$ cat src/rtl/scfb_pkg.sv
// shared types and constants for the sensor command frame builder
`default_nettype none

package scfb_pkg;

    // field widths
    localparam int BYTE_W = 8;
    localparam int LEN_W  = 9;
    localparam int ADDR_W = 32;
    localparam int SUM_W  = 16;
    localparam int HDR_W  = 16;

    // payload limit, payload lengths above it are clamped
    localparam logic [LEN_W-1:0] MAX_PAYLOAD = 9'd256;
    localparam logic [LEN_W-1:0] LEN_OVERHEAD = 9'd2;

    // reset values of the configuration registers
    localparam logic [HDR_W-1:0]  HEADER_RESET  = 16'hEF01;
    localparam logic [ADDR_W-1:0] DEF_ADDR_RESET = 32'hFFFF_FFFF;

    // configuration register indexes
    localparam int CFG_IDX_W = 2;
    localparam logic [CFG_IDX_W-1:0] CFG_HEADER_WORD     = 2'd0;
    localparam logic [CFG_IDX_W-1:0] CFG_DEFAULT_ADDRESS = 2'd1;

    // queue between front and back
    localparam int QUEUE_DEPTH = 2;
    localparam int QPTR_W      = $clog2(QUEUE_DEPTH);
    localparam int QCNT_W      = $clog2(QUEUE_DEPTH + 1);

    // byte positions within a frame
    localparam int STEP_W = 4;
    localparam logic [STEP_W-1:0] STEP_HDR_HI = 4'd0;
    localparam logic [STEP_W-1:0] STEP_HDR_LO = 4'd1;
    localparam logic [STEP_W-1:0] STEP_ADDR3  = 4'd2;
    localparam logic [STEP_W-1:0] STEP_ADDR2  = 4'd3;
    localparam logic [STEP_W-1:0] STEP_ADDR1  = 4'd4;
    localparam logic [STEP_W-1:0] STEP_ADDR0  = 4'd5;
    localparam logic [STEP_W-1:0] STEP_ID     = 4'd6;
    localparam logic [STEP_W-1:0] STEP_LEN_HI = 4'd7;
    localparam logic [STEP_W-1:0] STEP_LEN_LO = 4'd8;
    localparam logic [STEP_W-1:0] STEP_DATA   = 4'd9;
    localparam logic [STEP_W-1:0] STEP_CS_HI  = 4'd10;
    localparam logic [STEP_W-1:0] STEP_CS_LO  = 4'd11;

    // one classified item, as the back end needs it
    typedef struct packed {
        logic               start;
        logic               has_data;
        logic               last;
        logic [ADDR_W-1:0]  addr;
        logic [BYTE_W-1:0]  id;
        logic [LEN_W-1:0]   len_word;
        logic [BYTE_W-1:0]  data;
        logic [SUM_W-1:0]   csum;
    } scfb_entry_t;

endpackage

`default_nettype wire

$ cat src/rtl/scfb_front.sv
// front end: accepts items, tracks frame position and checksum, classifies
`default_nettype none

module scfb_front
    import scfb_pkg::*;
(
    input  wire logic              aclk,
    input  wire logic              aresetn,
    input  wire logic              s_valid,
    output logic                   s_ready,
    input  wire logic [BYTE_W-1:0] s_packet_id,
    input  wire logic [LEN_W-1:0]  s_payload_length,
    input  wire logic [ADDR_W-1:0] s_target_address,
    input  wire logic [BYTE_W-1:0] s_data_byte,
    input  wire logic [ADDR_W-1:0] default_address,
    input  wire logic              queue_full,
    output logic                   queue_push,
    output scfb_entry_t            queue_entry
);

    logic [LEN_W-1:0] rem_reg, rem_next;
    logic [SUM_W-1:0] csum_reg, csum_next;

    logic             opening;
    logic [LEN_W-1:0] len_sat;
    logic [LEN_W-1:0] len_word;
    logic [SUM_W-1:0] start_sum;
    logic [SUM_W-1:0] base_sum;
    logic [LEN_W-1:0] base_rem;
    logic [LEN_W-1:0] rem_dec;
    logic [SUM_W-1:0] sum_with;
    logic             has_data;
    logic             last;

    assign s_ready    = !queue_full;
    assign queue_push = s_valid && s_ready;

    // classify the item and fold its byte into the checksum
    always_comb begin
        opening   = (rem_reg == '0);
        len_sat   = (s_payload_length > MAX_PAYLOAD) ? MAX_PAYLOAD : s_payload_length;
        len_word  = len_sat + LEN_OVERHEAD;
        start_sum = SUM_W'({8'b0, s_packet_id}) + SUM_W'({7'b0, len_word});
        base_sum  = opening ? start_sum : csum_reg;
        base_rem  = opening ? len_sat : rem_reg;
        has_data  = (base_rem != '0);
        rem_dec   = base_rem - 9'd1;
        sum_with  = base_sum + SUM_W'({8'b0, s_data_byte});
        last      = !has_data || (rem_dec == '0);

        queue_entry.start    = opening;
        queue_entry.has_data = has_data;
        queue_entry.last     = last;
        queue_entry.addr     = (s_target_address == '0) ? default_address : s_target_address;
        queue_entry.id       = s_packet_id;
        queue_entry.len_word = len_word;
        queue_entry.data     = s_data_byte;
        queue_entry.csum     = has_data ? sum_with : base_sum;

        rem_next  = rem_reg;
        csum_next = csum_reg;
        if (queue_push) begin
            rem_next  = has_data ? rem_dec : '0;
            csum_next = last ? '0 : sum_with;
        end
    end

    // frame position and running checksum
    always_ff @(posedge aclk) begin
        if (!aresetn) begin
            rem_reg  <= '0;
            csum_reg <= '0;
        end else begin
            rem_reg  <= rem_next;
            csum_reg <= csum_next;
        end
    end

endmodule

`default_nettype wire

$ cat src/rtl/scfb_queue.sv
// short queue of classified items between front and back
`default_nettype none

module scfb_queue
    import scfb_pkg::*;
(
    input  wire logic  aclk,
    input  wire logic  aresetn,
    input  wire logic  push,
    input  wire scfb_entry_t push_entry,
    output logic       full,
    input  wire logic  pop,
    output scfb_entry_t head,
    output logic       empty
);

    scfb_entry_t       mem [QUEUE_DEPTH];
    logic [QPTR_W-1:0] wr_ptr_reg, wr_ptr_next;
    logic [QPTR_W-1:0] rd_ptr_reg, rd_ptr_next;
    logic [QCNT_W-1:0] count_reg, count_next;

    assign full  = (count_reg == QCNT_W'(QUEUE_DEPTH));
    assign empty = (count_reg == '0);
    assign head  = mem[rd_ptr_reg];

    // pointer and fill count update
    always_comb begin
        wr_ptr_next = wr_ptr_reg;
        rd_ptr_next = rd_ptr_reg;
        count_next  = count_reg;
        if (push) begin
            wr_ptr_next = (wr_ptr_reg == QPTR_W'(QUEUE_DEPTH - 1)) ? '0 : wr_ptr_reg + 1'b1;
        end
        if (pop) begin
            rd_ptr_next = (rd_ptr_reg == QPTR_W'(QUEUE_DEPTH - 1)) ? '0 : rd_ptr_reg + 1'b1;
        end
        if (push && !pop) begin
            count_next = count_reg + 1'b1;
        end else if (pop && !push) begin
            count_next = count_reg - 1'b1;
        end
    end

    always_ff @(posedge aclk) begin
        if (!aresetn) begin
            wr_ptr_reg <= '0;
            rd_ptr_reg <= '0;
            count_reg  <= '0;
        end else begin
            wr_ptr_reg <= wr_ptr_next;
            rd_ptr_reg <= rd_ptr_next;
            count_reg  <= count_next;
        end
    end

    // entry storage
    always_ff @(posedge aclk) begin
        if (push) begin
            mem[wr_ptr_reg] <= push_entry;
        end
    end

endmodule

`default_nettype wire

$ cat src/rtl/scfb_back.sv
// back end: walks each queued item through its frame bytes into the output register
`default_nettype none

module scfb_back
    import scfb_pkg::*;
(
    input  wire logic              aclk,
    input  wire logic              aresetn,
    input  wire scfb_entry_t       head,
    input  wire logic              queue_empty,
    output logic                   queue_pop,
    input  wire logic [HDR_W-1:0]  header_word,
    output logic                   m_valid,
    input  wire logic              m_ready,
    output logic [BYTE_W-1:0]      m_out_byte,
    output logic                   m_frame_end
);

    logic              in_prog_reg, in_prog_next;
    logic [STEP_W-1:0] step_reg, step_next;
    logic              valid_reg, valid_next;
    logic [BYTE_W-1:0] byte_reg, byte_next;
    logic              end_reg, end_next;

    logic              load;
    logic [STEP_W-1:0] first_step;
    logic [STEP_W-1:0] cur_step;
    logic [STEP_W-1:0] follow_step;
    logic              done;
    logic [BYTE_W-1:0] sel_byte;

    assign m_valid     = valid_reg;
    assign m_out_byte  = byte_reg;
    assign m_frame_end = end_reg;

    // step selection for the item at the head of the queue
    always_comb begin
        if (head.start) begin
            first_step = STEP_HDR_HI;
        end else if (head.has_data) begin
            first_step = STEP_DATA;
        end else begin
            first_step = STEP_CS_HI;
        end
        cur_step = in_prog_reg ? step_reg : first_step;
        load     = !queue_empty && (!valid_reg || m_ready);

        done        = 1'b0;
        follow_step = cur_step + 1'b1;
        case (cur_step)
            STEP_LEN_LO: begin
                follow_step = head.has_data ? STEP_DATA : STEP_CS_HI;
            end
            STEP_DATA: begin
                done = !head.last;
            end
            STEP_CS_LO: begin
                done = 1'b1;
            end
            default: begin
                done = 1'b0;
            end
        endcase
    end

    // byte for the current step
    always_comb begin
        case (cur_step)
            STEP_HDR_HI: sel_byte = header_word[15:8];
            STEP_HDR_LO: sel_byte = header_word[7:0];
            STEP_ADDR3:  sel_byte = head.addr[31:24];
            STEP_ADDR2:  sel_byte = head.addr[23:16];
            STEP_ADDR1:  sel_byte = head.addr[15:8];
            STEP_ADDR0:  sel_byte = head.addr[7:0];
            STEP_ID:     sel_byte = head.id;
            STEP_LEN_HI: sel_byte = {7'b0, head.len_word[8]};
            STEP_LEN_LO: sel_byte = head.len_word[7:0];
            STEP_DATA:   sel_byte = head.data;
            STEP_CS_HI:  sel_byte = head.csum[15:8];
            STEP_CS_LO:  sel_byte = head.csum[7:0];
            default:     sel_byte = '0;
        endcase
    end

    // sequencer and output register update
    always_comb begin
        queue_pop    = 1'b0;
        in_prog_next = in_prog_reg;
        step_next    = step_reg;
        valid_next   = valid_reg;
        byte_next    = byte_reg;
        end_next     = end_reg;
        if (valid_reg && m_ready) begin
            valid_next = 1'b0;
        end
        if (load) begin
            valid_next = 1'b1;
            byte_next  = sel_byte;
            end_next   = (cur_step == STEP_CS_LO);
            if (done) begin
                queue_pop    = 1'b1;
                in_prog_next = 1'b0;
            end else begin
                in_prog_next = 1'b1;
                step_next    = follow_step;
            end
        end
    end

    always_ff @(posedge aclk) begin
        if (!aresetn) begin
            in_prog_reg <= 1'b0;
            step_reg    <= STEP_HDR_HI;
            valid_reg   <= 1'b0;
        end else begin
            in_prog_reg <= in_prog_next;
            step_reg    <= step_next;
            valid_reg   <= valid_next;
        end
    end

    // output payload
    always_ff @(posedge aclk) begin
        byte_reg <= byte_next;
        end_reg  <= end_next;
    end

    // the queue head stays put while its frame bytes are being sent
    a_in_prog_has_head: assert property (@(posedge aclk) disable iff (!aresetn)
        in_prog_reg |-> !queue_empty)
        else $error("sequencer mid-item with empty queue");

    // a pop only happens together with a byte load
    a_pop_with_load: assert property (@(posedge aclk) disable iff (!aresetn)
        queue_pop |-> load)
        else $error("queue popped without a byte load");

    // the closing checksum byte always retires its item
    a_cs_lo_retires: assert property (@(posedge aclk) disable iff (!aresetn)
        (load && cur_step == STEP_CS_LO) |-> queue_pop)
        else $error("checksum low byte did not retire the item");

    // a held step never runs past the closing checksum byte
    a_step_bounded: assert property (@(posedge aclk) disable iff (!aresetn)
        in_prog_reg |-> (step_reg <= STEP_CS_LO))
        else $error("frame step out of range");

endmodule

`default_nettype wire

$ cat src/rtl/sensor_command_frame_builder.sv
// top level of the sensor command frame builder: config registers, front, queue and back
//
// Input channel (s_*): one beat per payload byte. A beat that arrives with no
// frame open also carries packet id, payload length and address and opens a
// frame; a zero-length frame is complete from that one beat.
// Output channel (m_*): one frame byte per beat, header, address, id, length
// word, payload, then the checksum; m_frame_end marks the low checksum byte.
// Config channel (cfg_*): always ready; index 0 is the header word, index 1
// the default address, other indexes are ignored. Write only while idle.
// An input beat is registered in the queue, then its first byte in the output
// register on m_*. One output byte per cycle, set by the single output register,
// unless m_ready is low or the queue is empty: a mid-frame beat yields one byte,
// the last payload beat three, and a frame-opening beat ten to twelve.
// A two-entry queue sits between the input side and the byte sequencer, so
// input beats keep flowing while the output stalls until the queue fills;
// a stalled output byte is held steady.
// Reset clears frame position, checksum, queue and output valid, and loads
// the header word 0xEF01 and default address 0xFFFFFFFF.
`default_nettype none

module sensor_command_frame_builder
    import scfb_pkg::*;
(
    input  wire logic                 aclk,
    input  wire logic                 aresetn,
    input  wire logic                 s_valid,
    output logic                      s_ready,
    input  wire logic [BYTE_W-1:0]    s_packet_id,
    input  wire logic [LEN_W-1:0]     s_payload_length,
    input  wire logic [ADDR_W-1:0]    s_target_address,
    input  wire logic [BYTE_W-1:0]    s_data_byte,
    output logic                      m_valid,
    input  wire logic                 m_ready,
    output logic [BYTE_W-1:0]         m_out_byte,
    output logic                      m_frame_end,
    input  wire logic                 cfg_valid,
    output logic                      cfg_ready,
    input  wire logic [CFG_IDX_W-1:0] cfg_index,
    input  wire logic [ADDR_W-1:0]    cfg_data
);

    logic [HDR_W-1:0]  header_reg, header_next;
    logic [ADDR_W-1:0] def_addr_reg, def_addr_next;

    logic        queue_full;
    logic        queue_empty;
    logic        queue_push;
    logic        queue_pop;
    scfb_entry_t push_entry;
    scfb_entry_t head_entry;

    assign cfg_ready = 1'b1;

    // configuration register writes
    always_comb begin
        header_next   = header_reg;
        def_addr_next = def_addr_reg;
        if (cfg_valid && cfg_ready) begin
            case (cfg_index)
                CFG_HEADER_WORD:     header_next   = cfg_data[HDR_W-1:0];
                CFG_DEFAULT_ADDRESS: def_addr_next = cfg_data;
                default:             header_next   = header_reg;
            endcase
        end
    end

    always_ff @(posedge aclk) begin
        if (!aresetn) begin
            header_reg   <= HEADER_RESET;
            def_addr_reg <= DEF_ADDR_RESET;
        end else begin
            header_reg   <= header_next;
            def_addr_reg <= def_addr_next;
        end
    end

    // input side
    scfb_front u_front (
        .aclk             (aclk),
        .aresetn          (aresetn),
        .s_valid          (s_valid),
        .s_ready          (s_ready),
        .s_packet_id      (s_packet_id),
        .s_payload_length (s_payload_length),
        .s_target_address (s_target_address),
        .s_data_byte      (s_data_byte),
        .default_address  (def_addr_reg),
        .queue_full       (queue_full),
        .queue_push       (queue_push),
        .queue_entry      (push_entry)
    );

    // decoupling queue
    scfb_queue u_queue (
        .aclk       (aclk),
        .aresetn    (aresetn),
        .push       (queue_push),
        .push_entry (push_entry),
        .full       (queue_full),
        .pop        (queue_pop),
        .head       (head_entry),
        .empty      (queue_empty)
    );

    // byte sequencer and output register
    scfb_back u_back (
        .aclk        (aclk),
        .aresetn     (aresetn),
        .head        (head_entry),
        .queue_empty (queue_empty),
        .queue_pop   (queue_pop),
        .header_word (header_reg),
        .m_valid     (m_valid),
        .m_ready     (m_ready),
        .m_out_byte  (m_out_byte),
        .m_frame_end (m_frame_end)
    );

endmodule

`default_nettype wire

$ cat config.mk
export PLATFORM = sky130hd
export DESIGN_NAME = sensor_command_frame_builder
export DESIGN_NICKNAME = d
export VERILOG_FILES = /design/src/rtl/scfb_pkg.sv /design/src/rtl/scfb_front.sv /design/src/rtl/scfb_queue.sv /design/src/rtl/scfb_back.sv /design/src/rtl/sensor_command_frame_builder.sv
export SDC_FILE = /design/constraint.sdc
export NUM_CORES = 1
export LEC_CHECK = 0
export ABC_CLOCK_PERIOD_IN_PS = 4500
export CORE_ASPECT_RATIO = 0.8
export CORE_UTILIZATION = 60
export CTS_BUF_LIST = sky130_fd_sc_hd__clkbuf_8
export DETAILED_ROUTE_END_ITERATION = 7
export DONT_BUFFER_PORTS = 1
export HOLD_SLACK_MARGIN = 0.02
export PLACE_DENSITY = 0.86
export SLEW_MARGIN = 20
export SYNTH_ARGS = -nofsm -noshare
export SYNTH_HDL_FRONTEND = slang
export SYNTH_SLANG_ARGS = --single-unit
$ cat constraint.sdc
create_clock -name aclk -period 4.5 [get_ports aclk]
set_input_delay 0 -clock aclk [delete_from_list [all_inputs] [get_ports aclk]]
set_output_delay 0 -clock aclk [all_outputs]
set_load 0.02 [all_outputs]
==> results.sh, run 1 <==
export IMPL_status="finished, final reports clean"
export IMPL_clock_sinks=245
export IMPL_firstDrtPassIters=7
export IMPL_place_congestion=0.922
export IMPL_grt_pass1_wl_mm=55.1
export IMPL_hpwl_mm=21.0
export IMPL_ir_drop_uv=378
export IMPL_io_pins=108
export IMPL_route_detailed_drc=0
export IMPL_worstHoldStart="cfg_valid"
export IMPL_startpoint_type="input port"
export IMPL_synth_cell_type_count=71
export IMPL_grtUsageTotal=0.377
export IMPL_worstPathArrival_ns=4.60
export IMPL_max_stage_delay_ns=0.40
export IMPL_reg2reg_from="u_front.rem_reg[1]"
export IMPL_drt_iter0_markers=1768
export IMPL_final_max_slew_violation_count=0
export IMPL_fp_coreArea_mm2=0.0183
export IMPL_hold_path_class="in2reg"
export IMPL_final_layout_size_suffix_gt1_frac=0.0918
export IMPL_setup_tns_ns=0
export IMPL_crit_fanout=10
export IMPL_path_common_cell="ha_1"
export IMPL_cts_clk_slew_worst_paths_ns=0.07
export IMPL_viasPerCell=6.73
export IMPL_cts_buffers=37
export IMPL_fp_dieW_um=156
export IMPL_whs_path_depth=4
export IMPL_min_period_over_period=0.942
export IMPL_max_cap_viol_count=0
export IMPL_ys_ff_latch=245
export IMPL_finalWirelength_mm=36.0
export IMPL_clock_skew_ns=0.0322
export IMPL_synth_ff_type="edfxtp_1"
export IMPL_fin_crit_ns=4.24
export IMPL_cp_end_kind="register"
export IMPL_power_mw=8.99
export IMPL_rr_worst_depth=12
export IMPL_critical_path_class="in2reg"
export IMPL_dieArea_mm2=0.0194
export IMPL_clockBufferDepth=3
export IMPL_final_cell_mix="nand2_1 (185), edfxtp_1 (161), dlygate4sd3_1 (120)"
export IMPL_num_vias=9773
export IMPL_hold_path_end="def_addr_reg[9]"
export IMPL_setup_viol=0
export IMPL_initial_core_util=0.618
export IMPL_async_flop_share=0
export IMPL_die_h_um=125
export IMPL_rrSetupSlack_ns=0.36
export IMPL_rsz0062_at_grt="no"
export IMPL_r2r_end="u_front.csum_reg[12]"
export IMPL_crit_chain="dlymetal6s4s_1, inv_1, nand2_1, inv_1, ha_1, and3_1, xnor2_1, nor2_1, ha_1, o21a_1, a22o_1, o21ai_0, ha_1, nand2_1, o21ai_0, or4_1, and3_1, nand3_1, or3_1, a21oi_1"
export IMPL_ys_warnings_count=0
export IMPL_maxSlewHeadroom=0.260
export IMPL_finalHoldViolCount=0
export IMPL_synth_edf_count=161
export IMPL_whs_ns=0.0102
export IMPL_slowest_stage="or3_1"
export IMPL_clockRootBuffer="clkbuf_8"
export IMPL_yosysSeqAreaShare=0.575
export IMPL_io_buffers=0
export IMPL_grt_antenna_before_repair=1
export IMPL_worstPathRequired_ns=4.86
export IMPL_tightest_slew_ns=1.11
export IMPL_cts_tree="built"
export IMPL_ant_nets=0
export IMPL_rows=44
export IMPL_routedWlPerCell_um=24.8
export IMPL_fmax_mhz=236
export IMPL_first_global_vias=9647
export IMPL_mostFrequentLayoutCell="nand2_1"
export IMPL_cts_htree_levels=2
export IMPL_clk_latency_ns=0.55
export IMPL_power_leakage_nw=5.20
export IMPL_synth_area_mm2=0.0113
export IMPL_syn_num_nets=1174
export IMPL_nets=1294
export IMPL_power_density_mw_per_mm2=662
export IMPL_grt_overflow=0
export IMPL_grt_max_degree=77
export IMPL_area_delta_synth_final_pct=19.7
export IMPL_largest_reg_flops=152
export IMPL_syn_inst=1051
export IMPL_syn_area_per_cell_um2=10.8
## power by group
group	internal [mW]	total (mW)	switching, mW	leakage, nW
Sequential	3.09	3.38	0.295	2.20
Combinational	1.24	3.69	2.45	2.57
Clock	1.01	1.91	0.901	0.426
## routing by layer
layer,vias to the layer above,GRT usage,part of all wire
met1,4544,0.488,0.35
li1,4134,-,-
met5,-,0,0
met3,195,0.103,0.15
met2,900,0.586,0.44
met4,0,0.190,0.059
## layout make-up
class | instances | area, um2
Inverter | 18 | 67.6
Sequential cell | 245 | 6520
Timing Repair Buffer | 138 | 1360
Multi-Input combinational cell | 731 | 4550
Clock buffer | 41 | 564
Fill cell | 1106 | 4760
Antenna cell | 2 | 5.00
Tap cell | 253 | 317
Clock inverter | 25 | 186
## what timing repair did
item,4_1_cts,5_1_grt
resized for setup,0,3
setup endpoints to repair,0,21
buffers inserted,0,0
hold endpoints to repair,196,0
hold buffers,122,0
## cells by family after synthesis
family | count (synthesis) | share of synthesized area
xor+xnor | 33 | 0.0255
fa+ha+maj | 27 | 0.0311
mux | 41 | 0.0384
flops | 245 | 0.575
other cells | 1 | 0.000331
simple gates | 416 | 0.172
buf+inv | 75 | 0.0256
compound gates | 213 | 0.132
## Yosys cell counts (12+ instances only)
cell type | instances | area share
mux2_2 | 20 | 0.020
ha_1 | 25 | 0.028
edfxtp_1 | 161 | 0.43
a21o_1 | 41 | 0.027
mux2i_1 | 21 | 0.019
nand2_1 | 185 | 0.061
o21ai_0 | 24 | 0.011
xnor2_1 | 15 | 0.012
nor3_1 | 14 | 0.0062
dfxtp_1 | 84 | 0.15
a22oi_1 | 26 | 0.017
nor2_1 | 72 | 0.024
nand4_1 | 14 | 0.0077
or3_1 | 12 | 0.0066
inv_1 | 15 | 0.0050
xor2_1 | 18 | 0.014
clkbuf_1 | 49 | 0.016
a21oi_1 | 42 | 0.019
nand3_1 | 62 | 0.027
## critical path: cells and delay by family
kind	cells	cell delay [ns]
compound gates	5	1.23
xor+xnor	1	0.12
fa+ha+maj	3	0.79
buf+inv	3	0.65
simple gates	8	1.80
## worst max path at each step
| stage | from | endpoint | slack (ns) | depth (start not counted) |
|---|---|---|---|---|
| 6_report | s_payload_length[8] | u_queue.mem[0][11] | 0.26 | 20 |
| 5_1_grt | s_payload_length[8] | u_front.csum_reg[12] | 0.03 | 21 |
| 4_1_cts | s_payload_length[8] | u_front.csum_reg[12] | 0.08 | 20 |
| 3_5_place_dp | s_payload_length[8] | u_front.csum_reg[12] | 0.39 | 19 |
| 3_3_place_gp | u_front.rem_reg[1] | u_front.csum_reg[12] | 0.62 | 13 |
| 2_1_floorplan | s_payload_length[8] | u_front.csum_reg[12] | 0.84 | 19 |
## through the flow
step,std cells,utilization,worst slack [ns],area (um2)
2_1_floorplan,1051,-,0.837,11300
3_3_place_gp,1262,0.630,0.617,11600
3_5_place_dp,1263,0.631,0.388,11600
4_1_cts,1451,0.739,0.0776,13600
5_1_grt,1451,0.740,0.0293,13600
6_report,1453,0.740,0.263,13600
Note: power is estimated with default switching activity, not from simulation.
==> inputs of run 2 (changes only) <==
- MAX_ROUTING_LAYER: not set -> met4
==> results.sh, run 2 (synthesis gave the netlist of run 1 again) <==
export IMPL_status="finished with violations"
export IMPL_violations="design-rule violations"
export IMPL_rr_worst_depth=15
export IMPL_cts_tree="built"
export IMPL_final_max_slew_violation_count=0
export IMPL_hold_path_end="u_queue.mem[0][28]"
export IMPL_area_delta_synth_final_pct=19.9
export IMPL_worstPathRequired_ns=4.96
export IMPL_fmax_mhz=241
export IMPL_rows=44
export IMPL_maxSlewHeadroom=0.259
export IMPL_regArea_mm2=0.00652
export IMPL_worstHoldStart="s_payload_length[2]"
export IMPL_drt_iter0_markers=1390
export IMPL_path_common_cell="ha_1"
export IMPL_critical_path_class="in2reg"
export IMPL_mostFrequentLayoutCell="nand2_1"
export IMPL_max_stage_delay_ns=0.51
export IMPL_postCtsSetupRepairBufs=0
export IMPL_ant_nets=0
export IMPL_startpoint_type="input port"
export IMPL_power_leakage_nw=5.21
export IMPL_whs_path_depth=3
export IMPL_placed_cell_area_mm2=0.0116
export IMPL_die_h_um=125
export IMPL_nets=1297
export IMPL_cts_htree_levels=2
export IMPL_cp_end_kind="register"
export IMPL_fin_crit_ns=4.15
export IMPL_first_global_vias=9355
export IMPL_cts_clk_slew_worst_paths_ns=0.08
export IMPL_fp_coreArea_mm2=0.0183
export IMPL_viasPerCell=6.71
export IMPL_firstDrtPassIters=8
export IMPL_rsz0062_at_grt="no"
export IMPL_clockRootBuffer="clkbuf_8"
export IMPL_finalWirelength_mm=35.5
export IMPL_route_detailed_drc=9
export IMPL_slowest_stage="or4b_1"
export IMPL_crit_chain="dlymetal6s4s_1, inv_1, nand2_1, inv_1, ha_1, and3_1, xnor2_1, nor2_1, ha_1, and3_1, a221oi_1, xor2_1, o21ai_0, ha_1, o21ai_0, nand2b_1, o31ai_1, nand3b_4, or2_0, or4b_1, a31oi_1"
export IMPL_clock_sinks=245
export IMPL_max_cap_viol_count=0
export IMPL_hold_path_class="in2reg"
export IMPL_routedWlPerCell_um=24.3
export IMPL_largest_reg_flops=152
export IMPL_rrSetupSlack_ns=0.60
export IMPL_r2r_end="u_front.csum_reg[12]"
export IMPL_grt_max_degree=77
export IMPL_fp_dieW_um=156
export IMPL_io_buffers=0
export IMPL_min_period_over_period=0.921
export IMPL_setup_tns_ns=0
export IMPL_clockBufferDepth=3
export IMPL_final_layout_size_suffix_gt1_frac=0.0923
export IMPL_grt_antenna_before_repair=4
export IMPL_hpwl_mm=20.9
export IMPL_cts_buffers=38
export IMPL_io_pins=108
export IMPL_clk_latency_ns=0.56
export IMPL_tightest_slew_ns=1.11
export IMPL_dieArea_mm2=0.0194
export IMPL_crit_fanout=10
export IMPL_place_congestion=0.941
export IMPL_initial_core_util=0.618
export IMPL_final_cell_mix="nand2_1 (185), edfxtp_1 (161), dlygate4sd3_1 (123)"
export IMPL_worstPathArrival_ns=4.61
export IMPL_clock_skew_ns=0.0318
export IMPL_grt_overflow=0
export IMPL_multi_input_comb_area_mm2=0.00455
export IMPL_reg2reg_from="u_front.rem_reg[1]"
export IMPL_power_density_mw_per_mm2=658
export IMPL_finalHoldViolCount=0
export IMPL_fin_area_mm2=0.0136
export IMPL_grt_pass1_wl_mm=53.4
export IMPL_num_vias=9802
export IMPL_setup_viol=0
export IMPL_fill_cells=1109
export IMPL_ir_drop_uv=364
export IMPL_grtUsageTotal=0.378
-- run 2: changes by cell type in the layout (fill, tap and decap cells not counted), sizes merged --
cell and change:
buf -1, clkinv -2, bufinv -2, clkbuf +4, clkinvlp -1, diode +2
inv +4, dlygate4sd3 +3
-- run 2: final cells by class --
class | instances | share of cell area
Antenna cell | 4 | 0.000737
Clock buffer | 45 | 0.0456
Clock inverter | 24 | 0.00994
Inverter | 18 | 0.00497
Multi-Input combinational cell | 731 | 0.335
Sequential cell | 245 | 0.480
Tap cell | 253 | 0.0233
Timing Repair Buffer | 140 | 0.101
-- run 2: worst max-delay path by stage --
stage	start	end	slack [ns]	cells past startpoint
2_1_floorplan	s_payload_length[8]	u_front.csum_reg[12]	0.84	19
3_3_place_gp	s_payload_length[8]	u_front.csum_reg[12]	0.63	20
3_5_place_dp	s_payload_length[8]	u_front.csum_reg[12]	0.45	20
4_1_cts	s_payload_length[8]	u_front.csum_reg[12]	0.11	21
5_1_grt	s_payload_length[8]	u_front.csum_reg[12]	0.02	21
6_report	s_payload_length[8]	u_front.csum_reg[12]	0.35	21
-- run 2: critical path, delay by kind of cell --
kind	cells	cell delay [ns]
AND/OR/NAND/NOR	8	1.83
AO/OA/AOI/OAI	5	0.88
buffers and inverters	3	0.62
XOR/XNOR	2	0.34
adder cells (fa/ha/maj)	3	0.92
-- run 2: report_power, final --
group / switching (mW) / total (mW) / leakage, nW / internal [mW]
Clock: 0.926 / 1.90 / 0.440 / 0.975
Sequential: 0.293 / 3.39 / 2.20 / 3.09
Combinational: 2.42 / 3.66 / 2.57 / 1.24
Total: 3.64 / 8.94 / 5.21 / 5.30
-- run 2: metrics by stage --
step | hold slack (ns) | setup WS [ns] | total power, mW | cells | util
5_1_grt | 0.0456 | 0.0172 | 9.28 | 1460 | 0.741
2_1_floorplan | 0.0989 | 0.837 | 5.75 | 1051 | -
6_report | 0.0314 | 0.354 | 8.94 | 1460 | 0.741
4_1_cts | 0.0234 | 0.107 | 8.69 | 1456 | 0.741
3_3_place_gp | 0.0902 | 0.628 | 6.63 | 1262 | 0.630
3_5_place_dp | 0.0924 | 0.446 | 6.73 | 1262 | 0.631
-- run 2: repair_timing --
action	CTS	global route
hold endpoints to repair	198	0
hold buffers	125	0
gates resized for setup	0	1
setup endpoints to repair	0	17
-- run 2: metal layers --
layer / routed length (um) / global-route usage / up-vias
met3: 4850 / 0.108 / 165
met4: 1880 / 0.175 / 0
met1: 12900 / 0.484 / 4630
met2: 15800 / 0.557 / 868
li1: - / - / 4139
met5: 0 / - / -
